==> config.mk <==
export PLATFORM = sky130hd
export DESIGN_NAME = velocity_pid_with_position_target_unit
export DESIGN_NICKNAME = d
export VERILOG_FILES = /design/src/hdl/vpid_pkg.sv /design/src/hdl/vpid_seq.sv /design/src/hdl/velocity_pid_with_position_target_unit.sv
export VERILOG_INCLUDE_DIRS = /design/src /design/src/hdl
export SDC_FILE = /design/constraint.sdc
export NUM_CORES = 2
export LEC_CHECK = 0
export ABC_AREA = 1
export BUFFER_PORTS_ARGS = -buffer_cell sky130_fd_sc_hd__buf_2
export CORE_ASPECT_RATIO = 0.7
export CORE_MARGIN = 3
export CORE_UTILIZATION = 59
export DETAILED_ROUTE_END_ITERATION = 10
export GPL_TIMING_DRIVEN = 0
export PLACE_DENSITY = 0.84
export SYNTH_ARGS = -nofsm -noshare
export SYNTH_HDL_FRONTEND = slang
export SYNTH_HIERARCHICAL = 1
export SYNTH_SLANG_ARGS = --single-unit
==> constraint.sdc <==
create_clock -name clk -period 15.8 [get_ports clk]
set_input_delay 3.16 -clock clk [delete_from_list [all_inputs] [get_ports clk]]
set_output_delay 3.16 -clock clk [all_outputs]
set_load 0.05 [all_outputs]
==> src/hdl/velocity_pid_with_position_target_unit_defines.svh <==
// assertion macros shared by the velocity pid rtl
`ifndef VELOCITY_PID_WITH_POSITION_TARGET_UNIT_DEFINES_SVH
`define VELOCITY_PID_WITH_POSITION_TARGET_UNIT_DEFINES_SVH

// same-cycle implication, sampled on clk, off while rst_n is low
`define VPID_ASSERT_NOW(lbl, ante, cons, msg) \
    lbl: assert property (@(posedge clk) disable iff (!rst_n) (ante) |-> (cons)) \
        else $error(msg);

// next-cycle implication, sampled on clk, off while rst_n is low
`define VPID_ASSERT_NEXT(lbl, ante, cons, msg) \
    lbl: assert property (@(posedge clk) disable iff (!rst_n) (ante) |=> (cons)) \
        else $error(msg);

`endif

==> src/hdl/vpid_pkg.sv <==
// shared types, constants and helpers for the velocity pid block
package vpid_pkg;

    // velocity limit, pi/2 in q16.16
    localparam int VEL_LIMIT = 102944;

    localparam int DATA_W   = 32;
    localparam int DT_W     = 31;
    localparam int VEL_W    = 18;
    localparam int CFG_IDX_W = 3;
    localparam int STEP_W   = 4;

    typedef logic [STEP_W-1:0] step_t;

    // configuration register indexes
    typedef enum logic [CFG_IDX_W-1:0] {
        REG_GAIN_P,
        REG_GAIN_I,
        REG_GAIN_D,
        REG_TIME_STEP,
        REG_INV_TIME_STEP
    } cfg_reg_t;

    // multiplier operand a sources
    typedef enum logic [2:0] {
        MA_TVEL,
        MA_ERR,
        MA_ESUM,
        MA_DIFF,
        MA_T
    } mul_a_t;

    // multiplier operand b sources
    typedef enum logic [2:0] {
        MB_TS,
        MB_GP,
        MB_GI,
        MB_GD,
        MB_INV
    } mul_b_t;

    // datapath operations
    typedef enum logic [3:0] {
        ALU_NOP,
        ALU_STEP5,
        ALU_GOAL,
        ALU_ERR,
        ALU_ESUM,
        ALU_ACC_LD,
        ALU_ACC_ADD,
        ALU_TSAT,
        ALU_CTRL,
        ALU_OUT
    } alu_op_t;

    // one microcode control word
    typedef struct packed {
        mul_a_t  mul_a;
        mul_b_t  mul_b;
        alu_op_t alu;
        logic    diff_en;
        logic    jmp_first;
        step_t   target;
        logic    last;
    } vpid_cw_t;

    // saturate a signed 64-bit value to signed 32 bits
    function automatic logic signed [31:0] sat32(input logic signed [63:0] x);
        logic signed [31:0] r;
        if ((x[63:31] == '0) || (x[63:31] == '1))
        begin
            r = x[31:0];
        end
        else if (x[63])
        begin
            r = {1'b1, 31'b0};
        end
        else
        begin
            r = {1'b0, {31{1'b1}}};
        end
        return r;
    endfunction

endpackage

==> src/hdl/vpid_seq.sv <==
// microcode sequencer: step counter, control store and conditional jump
module vpid_seq (
    input  logic               clk,
    input  logic               rst_n,
    input  logic               start,
    input  logic               first,
    input  logic               hold,
    output vpid_pkg::vpid_cw_t cw,
    output logic               busy
);
    import vpid_pkg::*;

    // control store addresses
    localparam step_t U_STEP_MUL = 4'd0;
    localparam step_t U_STEP5    = 4'd1;
    localparam step_t U_GOAL     = 4'd2;
    localparam step_t U_ERR      = 4'd3;
    localparam step_t U_ESUM_MUL = 4'd4;
    localparam step_t U_ESUM     = 4'd5;
    localparam step_t U_P_LD     = 4'd6;
    localparam step_t U_I_ADD    = 4'd7;
    localparam step_t U_DK       = 4'd8;
    localparam step_t U_D_MUL    = 4'd9;
    localparam step_t U_D_ADD    = 4'd10;
    localparam step_t U_CTRL     = 4'd11;
    localparam step_t U_OUT_MUL  = 4'd12;
    localparam step_t U_OUT      = 4'd13;

    typedef enum logic {
        SEQ_IDLE,
        SEQ_RUN
    } seq_state_t;

    seq_state_t state_reg;
    step_t      step_reg;
    vpid_cw_t   word;

    // control store
    function automatic vpid_cw_t ucode(input step_t s);
        vpid_cw_t w;
        w = '{mul_a: MA_T, mul_b: MB_INV, alu: ALU_NOP, diff_en: 1'b0,
              jmp_first: 1'b0, target: U_STEP_MUL, last: 1'b0};
        case (s)
            U_STEP_MUL:
            begin
                w.mul_a = MA_TVEL;
                w.mul_b = MB_TS;
            end
            U_STEP5:    w.alu = ALU_STEP5;
            U_GOAL:     w.alu = ALU_GOAL;
            U_ERR:      w.alu = ALU_ERR;
            U_ESUM_MUL:
            begin
                w.mul_a   = MA_ERR;
                w.mul_b   = MB_TS;
                w.diff_en = 1'b1;
            end
            U_ESUM:
            begin
                w.alu   = ALU_ESUM;
                w.mul_a = MA_ERR;
                w.mul_b = MB_GP;
            end
            U_P_LD:
            begin
                w.alu   = ALU_ACC_LD;
                w.mul_a = MA_ESUM;
                w.mul_b = MB_GI;
            end
            U_I_ADD:
            begin
                w.alu       = ALU_ACC_ADD;
                w.mul_a     = MA_DIFF;
                w.mul_b     = MB_GD;
                w.jmp_first = 1'b1;
                w.target    = U_CTRL;
            end
            U_DK:       w.alu = ALU_TSAT;
            U_D_MUL:
            begin
                w.mul_a = MA_T;
                w.mul_b = MB_INV;
            end
            U_D_ADD:    w.alu = ALU_ACC_ADD;
            U_CTRL:     w.alu = ALU_CTRL;
            U_OUT_MUL:
            begin
                w.mul_a = MA_T;
                w.mul_b = MB_INV;
            end
            U_OUT:
            begin
                w.alu  = ALU_OUT;
                w.last = 1'b1;
            end
            default:
            begin
                w.last = 1'b1;
            end
        endcase
        return w;
    endfunction

    assign word = ucode(step_reg);

    // only the running program drives the datapath
    always_comb
    begin
        cw = word;
        if (state_reg != SEQ_RUN)
        begin
            cw.alu     = ALU_NOP;
            cw.diff_en = 1'b0;
            cw.last    = 1'b0;
        end
    end

    assign busy = (state_reg == SEQ_RUN);

    // step counter with conditional jump
    always_ff @(posedge clk or negedge rst_n)
    begin
        if (!rst_n)
        begin
            state_reg <= SEQ_IDLE;
            step_reg  <= U_STEP_MUL;
        end
        else
        begin
            case (state_reg)
                SEQ_IDLE:
                begin
                    if (start)
                    begin
                        state_reg <= SEQ_RUN;
                        step_reg  <= U_STEP_MUL;
                    end
                end
                SEQ_RUN:
                begin
                    if (!hold)
                    begin
                        if (word.last)
                        begin
                            state_reg <= SEQ_IDLE;
                        end
                        else if (word.jmp_first && first)
                        begin
                            step_reg <= word.target;
                        end
                        else
                        begin
                            step_reg <= step_reg + step_t'(1);
                        end
                    end
                end
                default:
                begin
                    state_reg <= SEQ_IDLE;
                end
            endcase
        end
    end

endmodule

==> src/hdl/velocity_pid_with_position_target_unit.sv <==
// Each sample runs the microcode program once; the first sample after reset skips the derivative steps.
// Samples do not overlap: a new one is taken only when the sequencer is idle, as the single shared
// multiplier is stepped through by the microcode program for each sample.
// A new sample is taken while the previous command still waits in its output register.
// Reset (rst_n low, asynchronous): gains zero, time_step and inv_time_step 1.0,
// goal, integral and last error zero, first-step flag set, no command pending.
`include "velocity_pid_with_position_target_unit_defines.svh"

// top level: pid datapath, configuration registers and handshakes
module velocity_pid_with_position_target_unit (
    input  logic                                  clk,
    input  logic                                  rst_n,
    input  logic                                  cfg_we,
    input  logic [vpid_pkg::CFG_IDX_W-1:0]        cfg_index,
    input  logic [vpid_pkg::DATA_W-1:0]           cfg_data,
    input  logic                                  sample_valid,
    output logic                                  sample_ready,
    input  logic signed [vpid_pkg::DATA_W-1:0]    measured_pos,
    input  logic signed [vpid_pkg::DATA_W-1:0]    target_vel,
    output logic                                  cmd_valid,
    input  logic                                  cmd_ready,
    output logic signed [vpid_pkg::VEL_W-1:0]     drive_vel,
    output logic                                  clamped
);
    import vpid_pkg::*;

    localparam int MA_W   = DATA_W + 1;
    localparam int PROD_W = MA_W + DATA_W;
    localparam int SH_W   = PROD_W - 16;
    localparam int ACC_W  = DATA_W + 2;

    localparam logic signed [SH_W-1:0]  LIM_SH = SH_W'(VEL_LIMIT);
    localparam logic signed [VEL_W-1:0] LIM_OUT = VEL_W'(VEL_LIMIT);
    localparam logic [DT_W-1:0]         DT_ONE = DT_W'(65536);

    // configuration registers
    logic signed [DATA_W-1:0] gain_p_reg, gain_i_reg, gain_d_reg;
    logic [DT_W-1:0]          ts_reg, inv_reg;

    // sample and working registers
    logic signed [DATA_W-1:0] meas_reg, meas_next;
    logic signed [DATA_W-1:0] tvel_reg, tvel_next;
    logic signed [DATA_W-1:0] goal_reg, goal_next;
    logic signed [DATA_W-1:0] esum_reg, esum_next;
    logic signed [DATA_W-1:0] prev_reg, prev_next;
    logic signed [DATA_W-1:0] err_reg, err_next;
    logic signed [DATA_W-1:0] t_reg, t_next;
    logic signed [MA_W-1:0]   diff_reg, diff_next;
    logic signed [ACC_W-1:0]  acc_reg, acc_next;
    logic signed [PROD_W-1:0] prod_reg;
    logic                     first_reg, first_next;

    // command output register
    logic signed [VEL_W-1:0]  drive_reg, drive_next;
    logic                     clamped_reg, clamped_next;
    logic                     cmd_valid_reg, cmd_valid_next;

    logic signed [MA_W-1:0]   mul_a;
    logic signed [DATA_W-1:0] mul_b;
    logic signed [SH_W-1:0]   sh;
    logic signed [SH_W+2:0]   sh5;
    logic                     accept;
    logic                     hold;
    logic                     out_wr;
    logic                     busy;
    vpid_cw_t                 cw;

    // microcode sequencer
    vpid_seq u_seq (
        .clk   (clk),
        .rst_n (rst_n),
        .start (accept),
        .first (first_reg),
        .hold  (hold),
        .cw    (cw),
        .busy  (busy)
    );

    // handshakes
    assign sample_ready = !busy;
    assign accept       = sample_valid && sample_ready;
    assign hold         = cw.last && cmd_valid_reg && !cmd_ready;
    assign out_wr       = (cw.alu == ALU_OUT) && !hold;
    assign cmd_valid    = cmd_valid_reg;
    assign drive_vel    = drive_reg;
    assign clamped      = clamped_reg;

    // multiplier operand selection
    always_comb
    begin
        case (cw.mul_a)
            MA_TVEL: mul_a = MA_W'(tvel_reg);
            MA_ERR:  mul_a = MA_W'(err_reg);
            MA_ESUM: mul_a = MA_W'(esum_reg);
            MA_DIFF: mul_a = diff_reg;
            MA_T:    mul_a = MA_W'(t_reg);
            default: mul_a = '0;
        endcase
        case (cw.mul_b)
            MB_TS:   mul_b = $signed({1'b0, ts_reg});
            MB_GP:   mul_b = gain_p_reg;
            MB_GI:   mul_b = gain_i_reg;
            MB_GD:   mul_b = gain_d_reg;
            MB_INV:  mul_b = $signed({1'b0, inv_reg});
            default: mul_b = '0;
        endcase
    end

    // product scaled back to q16.16 with floor rounding
    assign sh  = prod_reg[PROD_W-1:16];
    assign sh5 = ((SH_W+3)'(sh) <<< 2) + (SH_W+3)'(sh);

    // datapath operations
    always_comb
    begin
        meas_next      = meas_reg;
        tvel_next      = tvel_reg;
        goal_next      = goal_reg;
        esum_next      = esum_reg;
        prev_next      = prev_reg;
        err_next       = err_reg;
        t_next         = t_reg;
        diff_next      = diff_reg;
        acc_next       = acc_reg;
        first_next     = first_reg;
        drive_next     = drive_reg;
        clamped_next   = clamped_reg;
        cmd_valid_next = cmd_valid_reg;

        if (cmd_valid_reg && cmd_ready)
        begin
            cmd_valid_next = 1'b0;
        end

        // new sample, seeding the goal and clearing the integral on the first one
        if (accept)
        begin
            meas_next = measured_pos;
            tvel_next = target_vel;
            if (first_reg)
            begin
                goal_next = measured_pos;
                esum_next = '0;
            end
        end

        if (cw.diff_en)
        begin
            diff_next = MA_W'(err_reg) - MA_W'(prev_reg);
        end

        case (cw.alu)
            ALU_STEP5:   t_next = sat32(64'(sh5));
            ALU_GOAL:    goal_next = sat32(64'(goal_reg) + 64'(t_reg));
            ALU_ERR:     err_next = sat32(64'(goal_reg) - 64'(meas_reg));
            ALU_ESUM:
            begin
                if (gain_i_reg != '0)
                begin
                    esum_next = sat32(64'(esum_reg) + 64'(sh));
                end
                else
                begin
                    esum_next = '0;
                end
            end
            ALU_ACC_LD:  acc_next = ACC_W'(sat32(64'(sh)));
            ALU_ACC_ADD: acc_next = acc_reg + ACC_W'(sat32(64'(sh)));
            ALU_TSAT:    t_next = sat32(64'(sh));
            ALU_CTRL:    t_next = sat32(64'(acc_reg));
            ALU_OUT:
            begin
                if (!hold)
                begin
                    if (sh > LIM_SH)
                    begin
                        drive_next   = LIM_OUT;
                        clamped_next = 1'b1;
                    end
                    else if (sh < -LIM_SH)
                    begin
                        drive_next   = -LIM_OUT;
                        clamped_next = 1'b1;
                    end
                    else
                    begin
                        drive_next   = sh[VEL_W-1:0];
                        clamped_next = 1'b0;
                    end
                    cmd_valid_next = 1'b1;
                    prev_next      = err_reg;
                    first_next     = 1'b0;
                end
            end
            default: ;
        endcase
    end

    // control state and configuration
    always_ff @(posedge clk or negedge rst_n)
    begin
        if (!rst_n)
        begin
            gain_p_reg    <= '0;
            gain_i_reg    <= '0;
            gain_d_reg    <= '0;
            ts_reg        <= DT_ONE;
            inv_reg       <= DT_ONE;
            goal_reg      <= '0;
            esum_reg      <= '0;
            prev_reg      <= '0;
            first_reg     <= 1'b1;
            cmd_valid_reg <= 1'b0;
        end
        else
        begin
            if (cfg_we)
            begin
                case (cfg_index)
                    REG_GAIN_P:        gain_p_reg <= cfg_data;
                    REG_GAIN_I:        gain_i_reg <= cfg_data;
                    REG_GAIN_D:        gain_d_reg <= cfg_data;
                    REG_TIME_STEP:     ts_reg     <= cfg_data[DT_W-1:0];
                    REG_INV_TIME_STEP: inv_reg    <= cfg_data[DT_W-1:0];
                    default: ;
                endcase
            end
            goal_reg      <= goal_next;
            esum_reg      <= esum_next;
            prev_reg      <= prev_next;
            first_reg     <= first_next;
            cmd_valid_reg <= cmd_valid_next;
        end
    end

    // working registers and output beat payload
    always_ff @(posedge clk)
    begin
        meas_reg    <= meas_next;
        tvel_reg    <= tvel_next;
        err_reg     <= err_next;
        t_reg       <= t_next;
        diff_reg    <= diff_next;
        acc_reg     <= acc_next;
        prod_reg    <= PROD_W'(mul_a) * PROD_W'(mul_b);
        drive_reg   <= drive_next;
        clamped_reg <= clamped_next;
    end

    // checks
    `VPID_ASSERT_NOW(a_clamp_at_limit, cmd_valid && clamped, drive_vel == LIM_OUT || drive_vel == -LIM_OUT, "clamp flag set off the limit")
    `VPID_ASSERT_NOW(a_vel_in_range, cmd_valid, drive_vel <= LIM_OUT && drive_vel >= -LIM_OUT, "command beyond limit")
    `VPID_ASSERT_NEXT(a_start_busy, accept, !sample_ready, "sequencer not started by sample beat")
    `VPID_ASSERT_NEXT(a_first_cleared, out_wr, !first_reg && cmd_valid_reg, "first-step flag or command valid wrong after result")

endmodule

==> qor.txt <==
Clock root buffer master -> clkbuf_16
Fillers -> 11,340
Worst-path clk slew -> 0.07 ns
Worst skew pair latency -> 0.71 ns
Reg2reg start -> u_seq/step_reg[0]$_DFFE_PN0P_
Core Area -> 127,000 µm²
Largest net degree at the start of global routing -> 98
Max-cap violations -> 3
DIE AREA -> 133,000 µm²
Period minus WS final -> 13.31 ns
Cell area after layout -> 80,850 µm²
Setup TNS -> 0 ns
Initial DRC count -> 10,590
Placed inst area -> 78,850 µm²
Longest Clk Path Bufs -> 3
Cts repair resizes -> 0
Vias in the first global route -> 68,700
CTS tree -> built
Fmax -> 75.11 MHz
Layout cells sized above 1 -> 0.04490
Worst path slowest cell -> clkbuf_1
Vias post-DR -> 72,170
Period utilisation layout -> 0.8427
CP Launch Point -> u_seq/step_reg[0]$_DFFE_PN0P_
DRT antenna net count -> 0
Status -> finished with violations
Nets -> 11,720
Setup violations, final -> 0
Placed wire-length estimate -> 261,100 µm
Multi-input gate area -> 52,930 µm²
Syn Inst Count -> 9,901
Port Buffers -> 124
Final Hold Viols -> 0
R2r setup slk -> 2.49 ns
Final Skew -> 0.05012 ns
HP Start -> gain_d_reg[14]$_DFFE_PN0P_
Layout area overhead -> 6.583%
RSZ-0062 raised after global routing -> no
Cell depth of the worst flop-to-flop path -> 41
WL final -> 313,300 µm
Crit-path max cell delay -> 1.03 ns
Max Slew Vio Count -> 28
First-pass GRT wire length -> 451,700 µm
Critical Path Source Type -> flip-flop
Failing checks -> capacitance limit, slew limit
Mean Syn Cell Area -> 7.662 µm²
CP Buf/Inv Count -> 13
Place WS -> 2.964 ns
Setup ws final -> 2.485 ns
WP data required -> 16.35 ns
Sequential cell area -> 13,940 µm²
Most common cell on crit path -> fa_1
Worst Tran Pin Value -> 1.580 ns
Postcts setup bufs -> 0
CTS Hold Buffers Added -> 0
Routed WL per cell -> 26.37 µm
RD Place Congestion -> 1.150
Kind of cell adding the most delay to the critical path -> adder cells
CTS Buf Count -> 54
DIE WIDTH -> 434.6 µm
Critical path fanouts, max -> 10
DR pass1 iterations -> 10
FP Rows -> 109
Setup CP Type -> flip-flop to flip-flop
Chip Height -> 306.0 µm
Via/cell ratio -> 6.076
Max FFs per register -> 49
Worst Hold Class -> flip-flop to flip-flop
Relative slew slack -> -0.05338
Global Route Usage Sum -> 0.4697
Worst hold stages -> 2
DRC -> 0
Syn Nets -> 11,540
R2r endpoint -> prod_reg[61]$_DFF_P_
Sink Count -> 524
Total grt overflow -> 0
H-tree levels -> 2
Num ports -> 125
Initial antenna violation count -> 15
Hold Path Sink -> gain_d_reg[14]$_DFFE_PN0P_
Cell Area, Synth -> 75,860 µm²
Initial core utilization -> 0.5975
Critical path endpoint category -> flip-flop
Critical path arrival -> 13.87 ns
Synth warn -> 6
area by class of cell:
| class | instances | share of cell area |
|---|---|---|
| Tap cell | 1720 | 0.02662 |
| Clock buffer | 71 | 0.01851 |
| Antenna cell | 25 | 0.0007737 |
| Buffer | 335 | 0.01840 |
| Multi-Input combinational cell | 7031 | 0.6546 |
| Timing Repair Buffer | 131 | 0.009703 |
| Clock inverter | 30 | 0.005463 |
| Sequential cell | 524 | 0.1724 |
| Inverter | 2011 | 0.09345 |
placed cells by master, fill, tap and decap left out, types with 13 or more instances in the layout:
cell	count
nand2_1	2515
inv_1	1968
fa_1	1116
nor2_1	1026
o21ai_0	450
ha_1	414
a21oi_1	384
dfrtp_1	258
nand3_1	233
clkbuf_1	219
edfxtp_1	214
buf_2	207
xor2_1	137
nand4_1	103
xnor2_1	70
a221oi_1	63
and2_1	60
nor3_1	59
a32o_1	58
clkbuf_16	55
dfxtp_1	49
a21o_1	32
a31oi_1	31
o21bai_1	28
inv_2	26
nor4_1	26
diode_2	25
nor2_2	25
buf_1	23
o21ai_1	23
nand2_2	19
o21a_1	17
buf_6	16
clkinv_1	15
or2_2	14
a211oi_1	13
per-stage QoR:
| stage | hold WS, ns | std cells | utilization |
|---|---|---|---|
| final | 0.4881 | 11880 | 0.6368 |
| after global routing | 0.5074 | 11860 | 0.6363 |
| after detailed placement | 0.4731 | 11750 | 0.6210 |
| after CTS | 0.4891 | 11850 | 0.6363 |
| after floorplan | 0.4465 | 9901 | - |
| after global placement | 0.4652 | 11750 | 0.6193 |
worst max path at each step:
stage,end,slack [ns],cells past startpoint
2_1_floorplan,prod_reg[55]$_DFF_P_,6.47,40
5_1_grt,prod_reg[55]$_DFF_P_,2.25,40
6_report,prod_reg[61]$_DFF_P_,2.49,41
4_1_cts,prod_reg[55]$_DFF_P_,2.92,40
3_3_place_gp,prod_reg[61]$_DFF_P_,2.97,40
3_5_place_dp,prod_reg[55]$_DFF_P_,2.96,40
metal layers:
| layer | track usage | up-vias | part of all wire |
|---|---|---|---|
| met2 | 0.5786 | 5688 | 0.36 |
| met1 | 0.6704 | 34770 | 0.40 |
| li1 | - | 30770 | - |
| met3 | 0.2708 | 930 | 0.20 |
| met5 | 0.01354 | - | 0.0014 |
| met4 | 0.1714 | 16 | 0.048 |
worst min-delay path: stages, from the launching register on:
cell,delay [ns]
dfrtp_1,0.35
nand2_1,0.05
o21ai_0,0.06
Power is not shown: default switching activity piles up to over one toggle a cycle in this logic, so the estimate is an artifact.
